**config.mk**
```make
export PLATFORM = sky130hd
export DESIGN_NAME = hsv_cfg_flat
export DESIGN_NICKNAME = d
export VERILOG_FILES = /design/src/hw/rtl/hsv_pkg.sv /design/src/hw/rtl/hsv_if.sv /design/src/hw/rtl/hsv_isqrt.sv /design/src/hw/rtl/hsv_cfg.sv /design/src/flat_wrapper.sv
export SDC_FILE = /design/constraint.sdc
export NUM_CORES = 1
export LEC_CHECK = 0
export BUFFER_PORTS_ARGS = -buffer_cell sky130_fd_sc_hd__buf_4
export CORE_UTILIZATION = 64
export DETAILED_ROUTE_END_ITERATION = 7
export GPL_TIMING_DRIVEN = 0
export PLACE_DENSITY_LB_ADDON = 0.05
export SETUP_SLACK_MARGIN = 0.05
export SKIP_CTS_REPAIR_TIMING = 1
export SLEW_MARGIN = 5
export SYNTH_ARGS = -nofsm -noshare
export SYNTH_HDL_FRONTEND = slang
export SYNTH_SLANG_ARGS = --single-unit
```
**constraint.sdc**
```tcl
create_clock -name clk_i -period 7.1 [get_ports clk_i]
set_input_delay 0 -clock clk_i [delete_from_list [all_inputs] [get_ports clk_i]]
set_output_delay 0 -clock clk_i [all_outputs]
set_load 0.005 [all_outputs]
```
**src/hw/rtl/hsv_pkg.sv**
```systemverilog
package hsv_pkg;

  // accumulator geometry
  localparam int ROWS         = 1024;
  localparam int COLS         = 180;
  localparam int ACC_WIDTH    = 24;
  localparam int ROW_W        = $clog2(ROWS);
  localparam int DEPTH        = ROWS * COLS;
  localparam int ADDR_W       = $clog2(DEPTH);
  localparam int CORDIC_STEPS = 15;
  localparam int ANGLE_BINS   = 180;

  // configuration register indexes
  localparam int CFG_IDX_W = 2;
  localparam logic [CFG_IDX_W-1:0] CFG_FRAME_WIDTH  = 2'd0;
  localparam logic [CFG_IDX_W-1:0] CFG_FRAME_HEIGHT = 2'd1;

  typedef enum logic {
    OP_VOTE = 1'b0,
    OP_READ = 1'b1
  } op_e;

  typedef enum logic [3:0] {
    BK_CLEAR,
    BK_IDLE,
    BK_MUL,
    BK_SUM,
    BK_ROOT,
    BK_DIV,
    BK_RHO,
    BK_BIN,
    BK_ADDR,
    BK_READ,
    BK_MODIFY,
    BK_OUT
  } back_state_e;

  // classified item handed from front to back
  typedef struct packed {
    op_e                op;
    logic signed [14:0] xc;
    logic signed [14:0] yc;
    logic signed [14:0] u;
    logic signed [14:0] v;
    logic [7:0]         theta;
    logic [9:0]         rho;
    logic               read_ok;
  } task_t;

  // frame geometry seen by front and back
  typedef struct packed {
    logic [12:0] cx;
    logic [12:0] cy;
    logic [15:0] hd;
    logic        busy;
  } cfg_t;

  typedef struct packed {
    logic [7:0]  theta_bin;
    logic [9:0]  rho_bin;
    logic [23:0] cell_value;
    logic        dropped;
  } res_t;

  // arctangent of 2^-i in 1/65536 turn
  function automatic logic [13:0] atan_turn(input logic [3:0] i);
    logic [13:0] a;
    unique case (i)
      4'd0:    a = 14'd8192;
      4'd1:    a = 14'd4836;
      4'd2:    a = 14'd2555;
      4'd3:    a = 14'd1297;
      4'd4:    a = 14'd651;
      4'd5:    a = 14'd326;
      4'd6:    a = 14'd163;
      4'd7:    a = 14'd81;
      4'd8:    a = 14'd41;
      4'd9:    a = 14'd20;
      4'd10:   a = 14'd10;
      4'd11:   a = 14'd5;
      4'd12:   a = 14'd3;
      4'd13:   a = 14'd1;
      4'd14:   a = 14'd1;
      default: a = 14'd0;
    endcase
    return a;
  endfunction

  // cell to the 24-bit result field
  function automatic logic [23:0] cell_field(input logic [ACC_WIDTH-1:0] c);
    logic [31:0] w;
    w = 32'(c);
    return w[23:0];
  endfunction

endpackage

```
**src/hw/rtl/hsv_if.sv**
```systemverilog


interface hsv_cfg_if;
  logic                           valid;
  logic                           ready;
  logic [hsv_pkg::CFG_IDX_W-1:0]  index;
  logic [9:0]                     data;
  modport source (output valid, index, data, input ready);
  modport sink (input valid, index, data, output ready);
endinterface

```
**src/hw/rtl/hsv_isqrt.sv**
```systemverilog
module hsv_isqrt (
  input  logic        clk_i,
  input  logic        rst_ni,
  input  logic        start_i,
  input  logic [31:0] operand_i,
  output logic        done_o,
  output logic [15:0] root_o
);

  logic        busy_q, busy_d;
  logic        done_q, done_d;
  logic [4:0]  cnt_q, cnt_d;
  logic [31:0] rem_q, rem_d;
  logic [31:0] root_q, root_d;
  logic [31:0] bit_q, bit_d;
  logic [31:0] trial;

  assign trial = root_q + bit_q;

  // one result bit per cycle
  always_comb begin
    busy_d = busy_q;
    done_d = 1'b0;
    cnt_d  = cnt_q;
    rem_d  = rem_q;
    root_d = root_q;
    bit_d  = bit_q;
    if (start_i) begin
      busy_d = 1'b1;
      cnt_d  = 5'd16;
      rem_d  = operand_i;
      root_d = '0;
      bit_d  = 32'h4000_0000;
    end else if (busy_q) begin
      if (rem_q >= trial) begin
        rem_d  = rem_q - trial;
        root_d = (root_q >> 1) + bit_q;
      end else begin
        root_d = root_q >> 1;
      end
      bit_d = bit_q >> 2;
      cnt_d = cnt_q - 5'd1;
      if (cnt_q == 5'd1) begin
        busy_d = 1'b0;
        done_d = 1'b1;
      end
    end
  end

  always_ff @(posedge clk_i or negedge rst_ni) begin
    if (!rst_ni) begin
      busy_q <= 1'b0;
      done_q <= 1'b0;
      cnt_q  <= '0;
    end else begin
      busy_q <= busy_d;
      done_q <= done_d;
      cnt_q  <= cnt_d;
    end
  end

  always_ff @(posedge clk_i) begin
    rem_q  <= rem_d;
    root_q <= root_d;
    bit_q  <= bit_d;
  end

  assign done_o = done_q;
  assign root_o = root_q[15:0];

endmodule

```
**src/hw/rtl/hsv_cfg.sv**
```systemverilog
module hsv_cfg (
  input  logic            clk_i,
  input  logic            rst_ni,
  hsv_cfg_if.sink         cfg,
  output hsv_pkg::cfg_t   cfg_o
);
  import hsv_pkg::*;

  logic [9:0]  width_q, width_d;
  logic [9:0]  height_q, height_d;
  logic [15:0] hd_q, hd_d;
  logic        start_q, start_d;
  logic        busy_q, busy_d;
  logic        root_done;
  logic [15:0] root;
  logic [18:0] sq_sum;
  logic [31:0] operand;

  assign cfg.ready = 1'b1;

  // register writes
  always_comb begin
    width_d  = width_q;
    height_d = height_q;
    start_d  = 1'b0;
    if (cfg.valid && cfg.index == CFG_FRAME_WIDTH) begin
      width_d = cfg.data;
      start_d = 1'b1;
    end
    if (cfg.valid && cfg.index == CFG_FRAME_HEIGHT) begin
      height_d = cfg.data;
      start_d  = 1'b1;
    end
  end

  // half diagonal in q.4: sqrt(256 * (a^2 + b^2))
  assign sq_sum  = 19'(18'(width_q[9:1]) * 18'(width_q[9:1]))
                 + 19'(18'(height_q[9:1]) * 18'(height_q[9:1]));
  assign operand = {5'b0, sq_sum, 8'b0};

  hsv_isqrt u_isqrt (
    .clk_i     (clk_i),
    .rst_ni    (rst_ni),
    .start_i   (start_q),
    .operand_i (operand),
    .done_o    (root_done),
    .root_o    (root)
  );

  always_comb begin
    hd_d   = root_done ? root : hd_q;
    busy_d = start_d ? 1'b1 : (root_done ? 1'b0 : busy_q);
  end

  always_ff @(posedge clk_i or negedge rst_ni) begin
    if (!rst_ni) begin
      width_q  <= 10'd640;
      height_q <= 10'd480;
      hd_q     <= 16'd6400;
      start_q  <= 1'b0;
      busy_q   <= 1'b0;
    end else begin
      width_q  <= width_d;
      height_q <= height_d;
      hd_q     <= hd_d;
      start_q  <= start_d;
      busy_q   <= busy_d;
    end
  end

  assign cfg_o.cx   = {width_q[9:1], 4'b0};
  assign cfg_o.cy   = {height_q[9:1], 4'b0};
  assign cfg_o.hd   = hd_q;
  assign cfg_o.busy = busy_q | start_q;

endmodule

```
**src/flat_wrapper.sv**
```systemverilog
// flat-port wrapper written by rule: the top's interface ports become plain ports
module hsv_cfg_flat import hsv_pkg::*;
  (clk_i, rst_ni, cfg_o, cfg_valid, cfg_index, cfg_data, cfg_ready);
  hsv_cfg_if cfg_i ();
  input  logic clk_i;
  input  logic rst_ni;
  output hsv_pkg::cfg_t cfg_o;
  input wire logic [$bits(cfg_i.valid)-1:0] cfg_valid;
  input wire logic [$bits(cfg_i.index)-1:0] cfg_index;
  input wire logic [$bits(cfg_i.data)-1:0] cfg_data;
  output wire logic [$bits(cfg_i.ready)-1:0] cfg_ready;
  assign cfg_i.valid = cfg_valid;
  assign cfg_i.index = cfg_index;
  assign cfg_i.data = cfg_data;
  assign cfg_ready = cfg_i.ready;
  hsv_cfg u_core (.clk_i(clk_i), .rst_ni(rst_ni), .cfg(cfg_i), .cfg_o(cfg_o));
endmodule
```
==> results.py <==
metrics = {
    "worst_setup_path": {
        "r2r_start": "u_core.height_q[2]",
        "r2r_slack_ns": 0.35,
        "critPathRequiredTime_ns": 7.24,
        "cp.depth": 23,
        "cp_num_buf_inv": 7,
        "path_cells": "clkbuf_1, and2_1, inv_1, fa_1, inv_1, fa_1, inv_1, fa_1, inv_1, fa_1, fa_1, inv_1, fa_1, inv_1, ha_1, o31ai_2, a211oi_1, o31ai_1, nand2b_1, a21oi_1, o21ai_0, xnor2_1, o22ai_1",
        "critical_path.top_delay_family": "adder cells",
        "crit_fanout": 10,
        "path_class": "reg -> reg",
        "crit_arrival_ns": 6.89,
        "cp_slowest_cell": "fa_1",
        "cp_slowest_stage_delay_ns": 0.59,
        "reg2reg_to": "u_core.u_isqrt.rem_q[26]",
        "rr_worst_depth": 23,
        "crit_path_end": "u_core.u_isqrt.rem_q[26]",
        "cp-startpoint": "u_core.height_q[2]",
        "start_kind": "flop",
        "cp-end-kind": "flop",
    },
    "flow_run": {
        "maxCapViolations": 0,
    },
    "synthesis": {
        "synth-seq-cells": 123,
        "synth_ff_type": "dfxtp_1",
        "synth_cells": 1437,
        "muxShareOfSynthArea": 0.04662,
        "synthArstFlopShare": 0.3496,
        "synth-edff-count": 19,
        "synth_simple_gate_area_share": 0.1452,
        "synth_adder_area_share": 0.2778,
        "yosys-top-cells-area": "fa_1 16%, ha_1 12%, dfxtp_1 9.5%, dfrtp_1 6.6%, inv_1 5.4%",
        "seq_area_frac_synth": 0.2235,
        "synth-xor-area-share": 0.06119,
        "synth_compound_area_frac": 0.1653,
        "synth_top_cell_by_area": "fa_1",
        "synth_top_area_frac": 0.1554,
        "synth.avg_cell_area_um2": 8.965,
        "yosys_warnings": 0,
        "mappedNetlistArea_um2": 12880,
        "synth_cell_types": 78,
        "synth_top_family_by_area": "adder cells",
    },
    "final_layout": {
        "area_growth_pct": 10.93,
        "fin_cells": 1800,
        "drive_above_1_share": 0.1226,
        "nets": 1762,
        "fin_util": 0.7295,
    },
    "floorplan": {
        "ioPinCount": 59,
        "die_y_um": 143.9,
        "start_util": 0.6576,
        "rows": 51,
        "core_area_um2": 19590,
        "dieWidth_um": 143.9,
        "die_area_um2": 20700,
    },
    "global_routing": {
        "grt_pass1_wl_mm": 51.89,
        "grt_antenna_before_repair": 1,
        "grt_max_degree": 44,
        "grt.overflow.total": 0,
        "grtUsageTotal": 0.3267,
        "grt_pass1_vias": 10310,
    },
    "route": {
        "wl_mm": 31.72,
        "via_count": 10570,
        "drc": 0,
        "drt_iter0_markers": 743,
        "drt-pass1-iter-count": 6,
        "viasPerCell": 5.873,
        "wl_per_cell_um": 17.62,
        "final_antenna_net_count": 0,
    },
    "min_path": {
        "hold_class": "in -> reg",
        "worstHoldPathCells": 3,
    },
    "clock_network": {
        "clock_latency_ns": 0.43,
        "clockRootBuffer": "clkbuf_16",
        "clkSlewWorstSetupHoldPaths_ns": 0.06,
        "htree_levels": 4,
        "cts_buffer_depth": 2,
        "cts_tree": "done",
        "numCtsBuffers": 17,
        "cts_sinks": 123,
    },
    "sta": {
        "skew_ns": 0.01035,
        "setup-violations-final": 0,
        "fin_tns_setup_ns": 0,
        "fmax_mhz": 148.1,
        "fin_crit_sh": 0.9512,
        "relSlewSlack": 0.2099,
        "grt_setup_unrepaired": "false",
        "hold_violations": 0,
        "maxSlewViolCount": 0,
        "hold_ws_ns": 0.08535,
        "tightest_slew_ns": 1.185,
        "fin_crit_ns": 6.754,
    },
    "placed_design": {
        "numPlacedInstances": 1757,
        "place.port_buffers": 48,
        "hpwlAfterDp_mm": 24.21,
        "gp_congestion": 0.9438,
    },
    "outcome": {
        "outcome": "complete, no violations",
    },
}
[worst min-delay path by stage]
stage / start / end
after floorplan: rst_ni / u_core.busy_q
after global placement: rst_ni / u_core.height_q[1]
after detailed placement: rst_ni / u_core.width_q[4]
after CTS: rst_ni / u_core.width_q[1]
after global routing: cfg_index[0] / u_core.width_q[9]
final: cfg_index[0] / u_core.width_q[9]
[sequential cells by signal, indices dropped and copies added (netlist names)]
| name | cells |
|---|---|
| u_core.u_isqrt.rem_q | 32 |
| u_core.u_isqrt.root_q | 32 |
| u_core.hd_q | 16 |
| u_core.u_isqrt.bit_q | 16 |
| u_core.height_q | 9 |
| u_core.width_q | 9 |
| u_core.u_isqrt.cnt_q | 5 |
| u_core.busy_q | 1 |
| u_core.start_q | 1 |
| u_core.u_isqrt.busy_q | 1 |
| u_core.u_isqrt.done_o | 1 |
[cell families (layout without fill, tap and decap cells)]
group           after synthesis  in the layout
compound gates              299            299
xor+xnor                     90             90
fa+ha+maj                   226            226
buf+inv                     251            341
flops                       123            123
mux                          56             56
other cells                   2             10
simple gates                390            390
[tightest hold or removal path: cells and delay by family]
| kind | cells | cell delay (ns) |
|---|---|---|
| muxes | 1 | 0.26 |
| and+or+nand+nor | 1 | 0.13 |
| buffers and inverters | 1 | 0.08 |
[synthesized netlist by cell type (24+ instances only)]
master,number
mux2_2,32
and2_1,41
ha_1,126
dfrtp_1,34
inv_1,185
dfxtp_1,61
a21oi_1,60
nand2_1,117
a31oi_1,26
o21ai_0,52
xnor2_1,47
nor2_1,104
fa_1,100
xor2_1,43
mux2i_1,24
clkbuf_1,40
[placed cells by master (no fill, tap or decap), types with 12 or more instances in the layout]
cell type and count:
buf_4 57, clkbuf_1 37, mux2i_1 24, nor2b_1 20
ha_1 126, dlygate4sd3_1 12, nor3_1 19, dfxtp_1 61
o21ai_0 52, xnor2_1 47, o21a_1 13, o22ai_1 13
a21o_1 20, dfrtp_1 34, nor2_1 104, nand2b_1 17
a21oi_1 60, edfxtp_1 19, inv_1 185, mux2_2 32
fa_1 100, o21ai_1 15, nand3_1 22, and2_1 41
a31oi_1 26, a211oi_1 20, clkbuf_16 17, nand2_1 117
xor2_1 43
[routing by layer]
metal / vias up / global-route usage / wire, um / share of wire
met4: 0 / 0.09630 / 573 / 0.018
met1: 5127 / 0.4698 / 14840 / 0.47
met2: 355 / 0.5027 / 14290 / 0.45
met5: - / 0 / 0 / 0
met3: 43 / 0.05465 / 2016 / 0.064
li1: 5047 / - / - / -
[final cells by class]
class                      count  area (um^2)
multi-input combinational   1070         9006
fill                        1592         5300
sequential                   123         2879
inverter                     185        694.4
timing repair buffer          60        480.5
clock buffer                  19        452.9
tap                          265        331.6
buffer                        64        327.8
clock inverter                13        115.1
antenna                        1        2.502
[stage by stage]
step	instance area (um^2)	worst slack, ns
2_1_floorplan	12910	0.8299
3_3_place_gp	13600	0.1058
3_5_place_dp	13600	0.1171
4_1_cts	14170	0.07112
5_1_grt	14290	0.05845
6_report	14290	0.3463
Power is not shown: default switching activity piles up to over one toggle a cycle in this logic, so the estimate is an artifact.
