<file path="src/hw/rtl/hsv_pkg.sv">
package hsv_pkg;

  // accumulator geometry
  localparam int ROWS         = 1024;
  localparam int COLS         = 180;
  localparam int ACC_WIDTH    = 24;
  localparam int ROW_W        = $clog2(ROWS);
  localparam int DEPTH        = ROWS * COLS;
  localparam int ADDR_W       = $clog2(DEPTH);
  localparam int CORDIC_STEPS = 15;
  localparam int ANGLE_BINS   = 180;

  // configuration register indexes
  localparam int CFG_IDX_W = 2;
  localparam logic [CFG_IDX_W-1:0] CFG_FRAME_WIDTH  = 2'd0;
  localparam logic [CFG_IDX_W-1:0] CFG_FRAME_HEIGHT = 2'd1;

  typedef enum logic {
    OP_VOTE = 1'b0,
    OP_READ = 1'b1
  } op_e;

  typedef enum logic [3:0] {
    BK_CLEAR,
    BK_IDLE,
    BK_MUL,
    BK_SUM,
    BK_ROOT,
    BK_DIV,
    BK_RHO,
    BK_BIN,
    BK_ADDR,
    BK_READ,
    BK_MODIFY,
    BK_OUT
  } back_state_e;

  // classified item handed from front to back
  typedef struct packed {
    op_e                op;
    logic signed [14:0] xc;
    logic signed [14:0] yc;
    logic signed [14:0] u;
    logic signed [14:0] v;
    logic [7:0]         theta;
    logic [9:0]         rho;
    logic               read_ok;
  } task_t;

  // frame geometry seen by front and back
  typedef struct packed {
    logic [12:0] cx;
    logic [12:0] cy;
    logic [15:0] hd;
    logic        busy;
  } cfg_t;

  typedef struct packed {
    logic [7:0]  theta_bin;
    logic [9:0]  rho_bin;
    logic [23:0] cell_value;
    logic        dropped;
  } res_t;

  // arctangent of 2^-i in 1/65536 turn
  function automatic logic [13:0] atan_turn(input logic [3:0] i);
    logic [13:0] a;
    unique case (i)
      4'd0:    a = 14'd8192;
      4'd1:    a = 14'd4836;
      4'd2:    a = 14'd2555;
      4'd3:    a = 14'd1297;
      4'd4:    a = 14'd651;
      4'd5:    a = 14'd326;
      4'd6:    a = 14'd163;
      4'd7:    a = 14'd81;
      4'd8:    a = 14'd41;
      4'd9:    a = 14'd20;
      4'd10:   a = 14'd10;
      4'd11:   a = 14'd5;
      4'd12:   a = 14'd3;
      4'd13:   a = 14'd1;
      4'd14:   a = 14'd1;
      default: a = 14'd0;
    endcase
    return a;
  endfunction

  // cell to the 24-bit result field
  function automatic logic [23:0] cell_field(input logic [ACC_WIDTH-1:0] c);
    logic [31:0] w;
    w = 32'(c);
    return w[23:0];
  endfunction

endpackage

</file>
<file path="src/hw/rtl/hsv_queue.sv">
module hsv_queue (
  input  logic            clk_i,
  input  logic            rst_ni,
  input  logic            push_i,
  input  hsv_pkg::task_t  data_i,
  input  logic            pop_i,
  output logic            full_o,
  output logic            empty_o,
  output hsv_pkg::task_t  data_o
);
  import hsv_pkg::*;

  task_t      entry_q [2];
  logic       wr_ptr_q, wr_ptr_d;
  logic       rd_ptr_q, rd_ptr_d;
  logic [1:0] cnt_q, cnt_d;

  assign full_o  = cnt_q == 2'd2;
  assign empty_o = cnt_q == 2'd0;
  assign data_o  = entry_q[rd_ptr_q];

  // pointers and fill level
  always_comb begin
    wr_ptr_d = push_i ? ~wr_ptr_q : wr_ptr_q;
    rd_ptr_d = pop_i ? ~rd_ptr_q : rd_ptr_q;
    cnt_d    = cnt_q + 2'(push_i) - 2'(pop_i);
  end

  always_ff @(posedge clk_i or negedge rst_ni) begin
    if (!rst_ni) begin
      wr_ptr_q <= 1'b0;
      rd_ptr_q <= 1'b0;
      cnt_q    <= '0;
    end else begin
      wr_ptr_q <= wr_ptr_d;
      rd_ptr_q <= rd_ptr_d;
      cnt_q    <= cnt_d;
    end
  end

  always_ff @(posedge clk_i) begin
    if (push_i) begin
      entry_q[wr_ptr_q] <= data_i;
    end
  end

endmodule

</file>
<file path="config.mk">
export PLATFORM = sky130hd
export DESIGN_NAME = hsv_queue
export DESIGN_NICKNAME = d
export VERILOG_FILES = /design/src/hw/rtl/hsv_pkg.sv /design/src/hw/rtl/hsv_queue.sv
export SDC_FILE = /design/constraint.sdc
export NUM_CORES = 1
export LEC_CHECK = 0
export BUFFER_PORTS_ARGS = -buffer_cell sky130_fd_sc_hd__buf_2
export CORE_MARGIN = 2
export CORE_UTILIZATION = 25
export CTS_CLUSTER_SIZE = 20
export DETAILED_ROUTE_END_ITERATION = 10
export GPL_ROUTABILITY_DRIVEN = 0
export PLACE_DENSITY = 0.44
export REMOVE_ABC_BUFFERS = 1
export SYNTH_ARGS = -nofsm -noshare
export SYNTH_HDL_FRONTEND = slang
export SYNTH_SLANG_ARGS = --single-unit
</file>
<file path="constraint.sdc">
create_clock -name clk_i -period 6.85 [get_ports clk_i]
set_input_delay 0.3425 -clock clk_i [delete_from_list [all_inputs] [get_ports clk_i]]
set_output_delay 0.3425 -clock clk_i [all_outputs]
set_load 0.02 [all_outputs]
</file>
==> results of run 1 <==
repair_timing:
action,CTS,global route
hold buffers,1,0
buffers inserted,0,0
endpoints found under the hold margin,4,0
state kept, by name, summed over array words and instances (netlist names):
signal,cells
entry_q,160
cnt_q,2
rd_ptr_q,1
wr_ptr_q,1
power by group:
part / switching (mW) / internal, mW
registers: 0.122 / 1.34
clock network: 0.393 / 0.466
logic: 0.602 / 0.523
through the flow:
step / hold WS, ns / instance area [um2] / utilization, % / instances / worst slack, ns
final: 0.113 / 8020 / 31.9 / 787 / 3.71
after global routing: 0.0816 / 8020 / 31.9 / 786 / 3.53
after global placement: 0.154 / 7470 / 29.8 / 753 / 4.16
after detailed placement: 0.157 / 7470 / 29.8 / 753 / 4.08
after floorplan: 0.0469 / 6200 / - / 255 / 2.37
after CTS: 0.0842 / 8020 / 31.9 / 786 / 3.62
layer usage:
| metal | track usage [%] | up-vias | wire [um] |
|---|---|---|---|
| met5 | 0 | - | 30 |
| met4 | 3.47 | 4 | 94 |
| met3 | 3.83 | 11 | 845 |
| met2 | 15.3 | 96 | 6310 |
| met1 | 10.7 | 1552 | 5080 |
| li1 | - | 1402 | - |
layout by cell type, fill, tap and decap left out, drive strengths merged:
master / n
clkinvlp: 6
inv: 6
xor2: 2
dfrtp: 4
and2: 1
buf: 168
dlygate4sd3: 1
xor3: 1
mux2: 80
nor2: 1
edfxtp: 160
diode: 1
nor2b: 2
clkinv: 4
ha: 2
clkbuf: 18
final cells by class:
type / count / area (um2)
Fill cell: 2517 / 17100
Sequential cell: 164 / 4910
Multi-Input combinational cell: 89 / 1300
Timing Repair Buffer: 169 / 858
Clock buffer: 18 / 429
Tap cell: 330 / 413
Clock inverter: 14 / 103
Inverter: 2 / 7.51
Antenna cell: 1 / 2.50
cells by family (layout without fill, tap and decap cells):
group	count (synthesis)	count (layout)
multiplexers	80	80
other	0	1
XOR/XNOR	3	3
buffers and inverters	11	203
flip-flops	164	164
adder cells (fa/ha/maj)	2	2
AND/OR/NAND/NOR	4	4
path summary, 6_finish.rpt:
| check | end | slack [ns] | cells past startpoint |
|---|---|---|---|
| setup / recovery | data_o[79] | 3.71 | 3 |
| hold / removal | entry_q[1][43]$_DFFE_PP_ | 0.11 | 1 |
| setup reg to reg | entry_q[0][26]$_DFFE_PP_ | 4.71 | 2 |
| hold reg to reg | wr_ptr_q$_DFFE_PN0P_ | 0.54 | 1 |
| max in group asynchronous | rd_ptr_q$_DFFE_PN0P_ | 6.45 | 2 |
| min in group asynchronous | wr_ptr_q$_DFFE_PN0P_ | 0.26 | 2 |
==> results.md, run 1 <==
- Status: finished, final reports clean
- Most common cell in the netlist: edfxtp_1
- Nets: 529
- Num rows: 58
- Setup Crit Path Kind: reg2out
- Adder-cell share of the synthesized area: 0.393%
- Worst-path clk slew: 0.07 ns
- Leak: 3.18 nW
- Final slew viol count: 0
- Maximum ir drop on the vdd rail: 0.210 mV
- Worst setup SP type: flip-flop
- XOR/XNOR Fraction of Synth Area: less than 1%
- Crit-path slowest cell: dfrtp_4
- WL/cell: 15.7 um
- Max transition margin: roughly a third
- Sink Count: 164
- Global-route wire length before repair: 18200 um
- Yosys warnings: 0
- Setup repair after global routing missed its margin: false
- Ranking of synthesized cells by area: edfxtp_1 75%, mux2_4 19%, buf_12 2.5%
- Initial antenna violation count: 3
- Crit-path max cell delay: 1.00 ns
- CTS root buf: clkbuf_16
- Die area: 26800 um2
- Final worst-path cycle share: 45.8%
- Initial DRC count: about 120
- WP data arrival: 2.80 ns
- Setup TNS: 0 ns
- Detailed Place HPWL: 7820 um
- Simple-gate area share of the yosys netlist: less than 1%
- Die width: about 160 um
- Routed Antenna Nets: 0
- Distinct cells, synth: 13
- Hold_sp: data_i[43]
- Final Setup Violations: 0
- WP data required: 6.51 ns
- Synthesized flop and latch total: 164
- Pwr/cell area: 429 nW/um2
- Maximum clock frequency: 318 MHz
- Crit end category: output port
- Worst path bufs/invs: 2
- HP Class: in2reg
- Pin count of the biggest net entering global routing: 66
- Final Critical Period: between 3 and 4 ns
- Delay-heaviest family, CP: flip-flops
- Clock Tree Buf Depth: 2
- DRC: 0
- Layout cells sized above 1: 61.6%
- Clk_skew: 0.00771 ns
- Top post-synthesis cells by count: 160 x edfxtp_1, 79 x mux2_4, 8 x buf_12
- Largest family of logic cells by synthesized area: multiplexers
- Mapped cell area: about 6400 um2
- Die H: approximately 160 um
- Via density: about 3.9
- GR Util All Layers: 9.24%
- Area Growth Syn to Fin: 25.9%
- Synth Area in Compound Gates: 0%
- Max_cap viols: 0
- Clk Latency, worst-skew pair: between 0.4 and 0.5 ns
- Routed WL: 12400 um
- Origin of the critical flop-to-flop path: wr_ptr_q$_DFFE_PN0P_
- Final number of hold-violating endpoints: 0
- Sequential share of the synthesized area: 77.0%
- DR vias: 3065
- Crit. Startpoint: rd_ptr_q$_DFFE_PN0P_
- Worst-path cell chain: buf_4 -> mux2_2 -> buf_2
- Vias in the first global route: between 3000 and 4000
- Power after layout: roughly 3.4 mW
- Mapped Cells: 264
- Std-Cell Core Area: 25100 um2
- Post-synth EDFFs: 160
- I/O pins: 166
- Largest area contributor in the netlist: edfxtp_1
- Mux cell area share after synthesis: 18.8%
- Top cell type's share of synthesized area: 75.4%
- CP Max Fanout: 44
- H-Tree Depth: 4
- CTS tree: yes
- GR Overflow Total: 0
- 1st-pass router iterations: 4
- Async set-reset flop share out of synthesis: 2.44%
- Mean Syn Cell Area: 24.1 um2
- Initial Util: 25.4%
- Port Buf Inserts: 165
- Dominant synthesized flop cell: edfxtp_1
- Actual slew at the worst max-slew pin: 0.982 ns
- CTS buffer count: 17
- Post-CTS resize count: 0
Power figures use the tool's default switching activity.
==> run 2, diff against run 1 <==
--- a/config.mk
+++ b/config.mk
@@ -5,13 +5,14 @@
 export SDC_FILE = /design/constraint.sdc
 export NUM_CORES = 1
 export LEC_CHECK = 0
+export ABC_AREA = 1
 export BUFFER_PORTS_ARGS = -buffer_cell sky130_fd_sc_hd__buf_2
 export CORE_MARGIN = 2
 export CORE_UTILIZATION = 25
 export CTS_CLUSTER_SIZE = 20
 export DETAILED_ROUTE_END_ITERATION = 10
 export GPL_ROUTABILITY_DRIVEN = 0
-export PLACE_DENSITY = 0.44
+export PLACE_DENSITY = 0.45
 export REMOVE_ABC_BUFFERS = 1
 export SYNTH_ARGS = -nofsm -noshare
 export SYNTH_HDL_FRONTEND = slang
==> constraint.sdc (replaced) <==
create_clock -name clk_i -period 2.55 [get_ports clk_i]
set_input_delay 0.1275 -clock clk_i [delete_from_list [all_inputs] [get_ports clk_i]]
set_output_delay 0.1275 -clock clk_i [all_outputs]
set_load 0.02 [all_outputs]
==> results.md, run 2 <==
- Status: finished, final reports clean
- Ranking of synthesized cells by area: edfxtp_1 77%, inv_1 5.3%, nand2_1 5.2%
- Die area: 26100 um2 (-2.5%)
- Clk_skew: 0.00669 ns (-0.00102 ns)
- GR Overflow Total: 0 (unchanged)
- Via density: 3.78 (-2.9%)
- CP Max Fanout: 88 (+100%)
- Num rows: 57 (-1.7%)
- Layout cells sized above 1: 30.2% (-31 points)
- Worst-path clk slew: 0.06 ns (about the same)
- Largest area contributor in the netlist: edfxtp_1
- Routed WL: 12600 um (+2.2%)
- Clk Latency, worst-skew pair: 0.41 ns (about the same)
- Final slew viol count: 0 (unchanged)
- Initial antenna violation count: 0 (-3)
- Clock Tree Buf Depth: 2 (unchanged)
- Largest register by flop count: entry_q
- Worst setup SP type: flip-flop
- Dominant synthesized flop cell: edfxtp_1
- Port Buf Inserts: 165 (unchanged)
- I/O pins: 166 (unchanged)
- Final number of hold-violating endpoints: 0 (unchanged)
- Pwr/cell area: 1070 nW/um2 (+150%)
- Top cell type's share of synthesized area: 77.4% (+2.0 points)
- Routed Antenna Nets: 0 (unchanged)
- Maximum clock frequency: between 400 and 500 MHz
- Setup TNS: 0 ns (unchanged)
- WP data required: 2.42 ns (-4.09 ns)
- Yosys warnings: 0 (unchanged)
- Die width: 162 um (-1.3%)
- Nets: 785 (+48%)
- Mapped cell area: 6200 um2 (-2.6%)
- Worst path bufs/invs: 2 (unchanged)
- # hold bufs at CTS: 83 (+82)
- Final Setup Violations: 0 (unchanged)
- DRC: 0 (unchanged)
- Most common cell after layout, fill and taps aside: buf_2
- Detailed Place HPWL: 8390 um (+7.4%)
- Most common cell in the netlist: edfxtp_1
- Initial DRC count: 144 (+19%)
- H-Tree Depth: 4 (unchanged)
- Crit-path slowest cell: dfrtp_4
- WP data arrival: 1.93 ns (-0.87 ns)
- Post-synth EDFFs: 160 (unchanged)
- Async set-reset flop share out of synthesis: 2.44% (unchanged)
- Leak: 3.69 nW (+16%)
- Std-Cell Core Area: 24300 um2 (-3.1%)
- Delay-heaviest family, CP: flip-flops
- Number of setup buffers added after CTS: 0 (unchanged)
- Mapped Cells: 443 (+68%)
- CTS root buf: clkbuf_16
- Largest registers: entry_q x160, cnt_q x2
- Pin count of the biggest net entering global routing: 89 (+35%)
- Maximum ir drop on the vdd rail: 0.464 mV (+120%)
- WL/cell: 12.2 um (-22%)
- Sequential share of the synthesized area: 79.0% (+2.0 points)
- Final core utilization: 36.2% (+4.3 points)
- Global-route wire length before repair: 19800 um (+9.0%)
- Initial Util: 25.5% (+0.14 points)
- Crit-path max cell delay: 0.61 ns (-0.39 ns)
- Final worst-path cycle share: 80.8%
- Mean Syn Cell Area: 14.0 um2 (-42%)
- Max transition margin: 59.3% (+25 points)
- Worst-path cell chain: buf_12 -> o21ai_0 -> buf_2
- # diodes: 0 (-1)
- HP Class: in2async
- CTS buffer count: 17 (unchanged)
- Area Growth Syn to Fin: 42.0%
- Die H: 162 um (-1.3%)
- Max_cap viols: 0 (unchanged)
- 1st-pass router iterations: 4 (unchanged)
- Actual slew at the worst max-slew pin: 0.610 ns (-0.372 ns)
- GR Util All Layers: 9.80% (+0.56 points)
- Crit end category: output port
- Setup repair after global routing missed its margin: false
- Distinct cells, synth: 14 (+1)
- CTS tree: yes
- Most frequent cells in the layout: 165 x buf_2, 160 x edfxtp_1, 86 x inv_1, 86 x nand2_1, 83 x dlygate4sd3_1
- Top post-synthesis cells by count: 160 x edfxtp_1, 87 x inv_1, 86 x nand2_1
- Vias in the first global route: 3996 (+23%)
- Post-CTS resize count: 0 (unchanged)
- Final Critical Period: 2.06 ns
- Max reg flops: 160 (unchanged)
- DR vias: 3917 (+28%)
- Sink Count: 164 (unchanged)
- Setup Crit Path Kind: reg2out
- Synthesized flop and latch total: 164 (unchanged)
[run 2: changes by cell type after synthesis, sizes merged]
cell,before,now
inv,2,87
xor3,1,0
buf,9,11
clkbuf,0,7
nand3,0,1
mux2,80,0
nor2b,2,0
nand2,0,86
and2,1,0
nor2,1,3
o21ai,0,80
[run 2: routing by layer]
layer | GRT usage, % | routed length (um)
met5 | 0 | 0
met4 | 2.68 | 90
met3 | 3.26 | 689
met2 | 16.7 | 6240
met1 | 11.9 | 5600
[run 2: cells by family (layout without fill, tap and decap cells)]
group,count (synthesis),count (layout),share of synthesized area [%]
adders and majority gates,2,2,0.403
buffers and inverters,105,374,7.74
and+or+nand+nor,90,90,5.46
xor gates and xnor gates,2,2,0.282
AOI/OAI and AO/OA,80,80,7.06
DFF,164,164,79.0
[run 2: worst paths after layout]
path                       cells past startpoint  slack (ns)                 start                        to
min reg2reg                                    1        0.54  wr_ptr_q$_DFFE_PN0P_      wr_ptr_q$_DFFE_PN0P_
max reg2reg                                    3        1.06  wr_ptr_q$_DFFE_PN0P_  entry_q[1][20]$_DFFE_PP_
min                                            2        0.05                rst_ni      wr_ptr_q$_DFFE_PN0P_
max                                            3        0.49  rd_ptr_q$_DFFE_PN0P_                data_o[17]
min in group clk_i                             2        0.43            data_i[65]  entry_q[1][65]$_DFFE_PP_
max in group asynchronous                      2        2.36                rst_ni      rd_ptr_q$_DFFE_PN0P_
[run 2: area by class of cell]
class,instances,area (um2)
Clock buffer,19,433
Clock inverter,13,173
Fill cell,2361,15500
Inverter,87,329
Multi-Input combinational cell,174,827
Sequential cell,164,4910
Tap cell,324,405
Timing Repair Buffer,255,1730
[run 2: through the flow]
step	instance area, um2	std cells	power [mW]	worst slack (ns)	hold WS [ns]
finish	8810	1036	9.44	0.489	0.0497
global route	8810	1036	10.0	0.404	0.0513
CTS	8810	1036	9.65	0.524	0.0215
detailed placement	7370	921	6.88	0.985	-0.0537
global placement	7370	921	6.83	1.01	-0.0600
floorplan	6050	425	5.73	-1.72	-0.168
[run 2: report_power, final]
part	total (mW)	switching, mW	internal [mW]
Combinational	3.05	2.11	0.948
Sequential	3.77	0.187	3.58
Clock	2.62	1.06	1.56
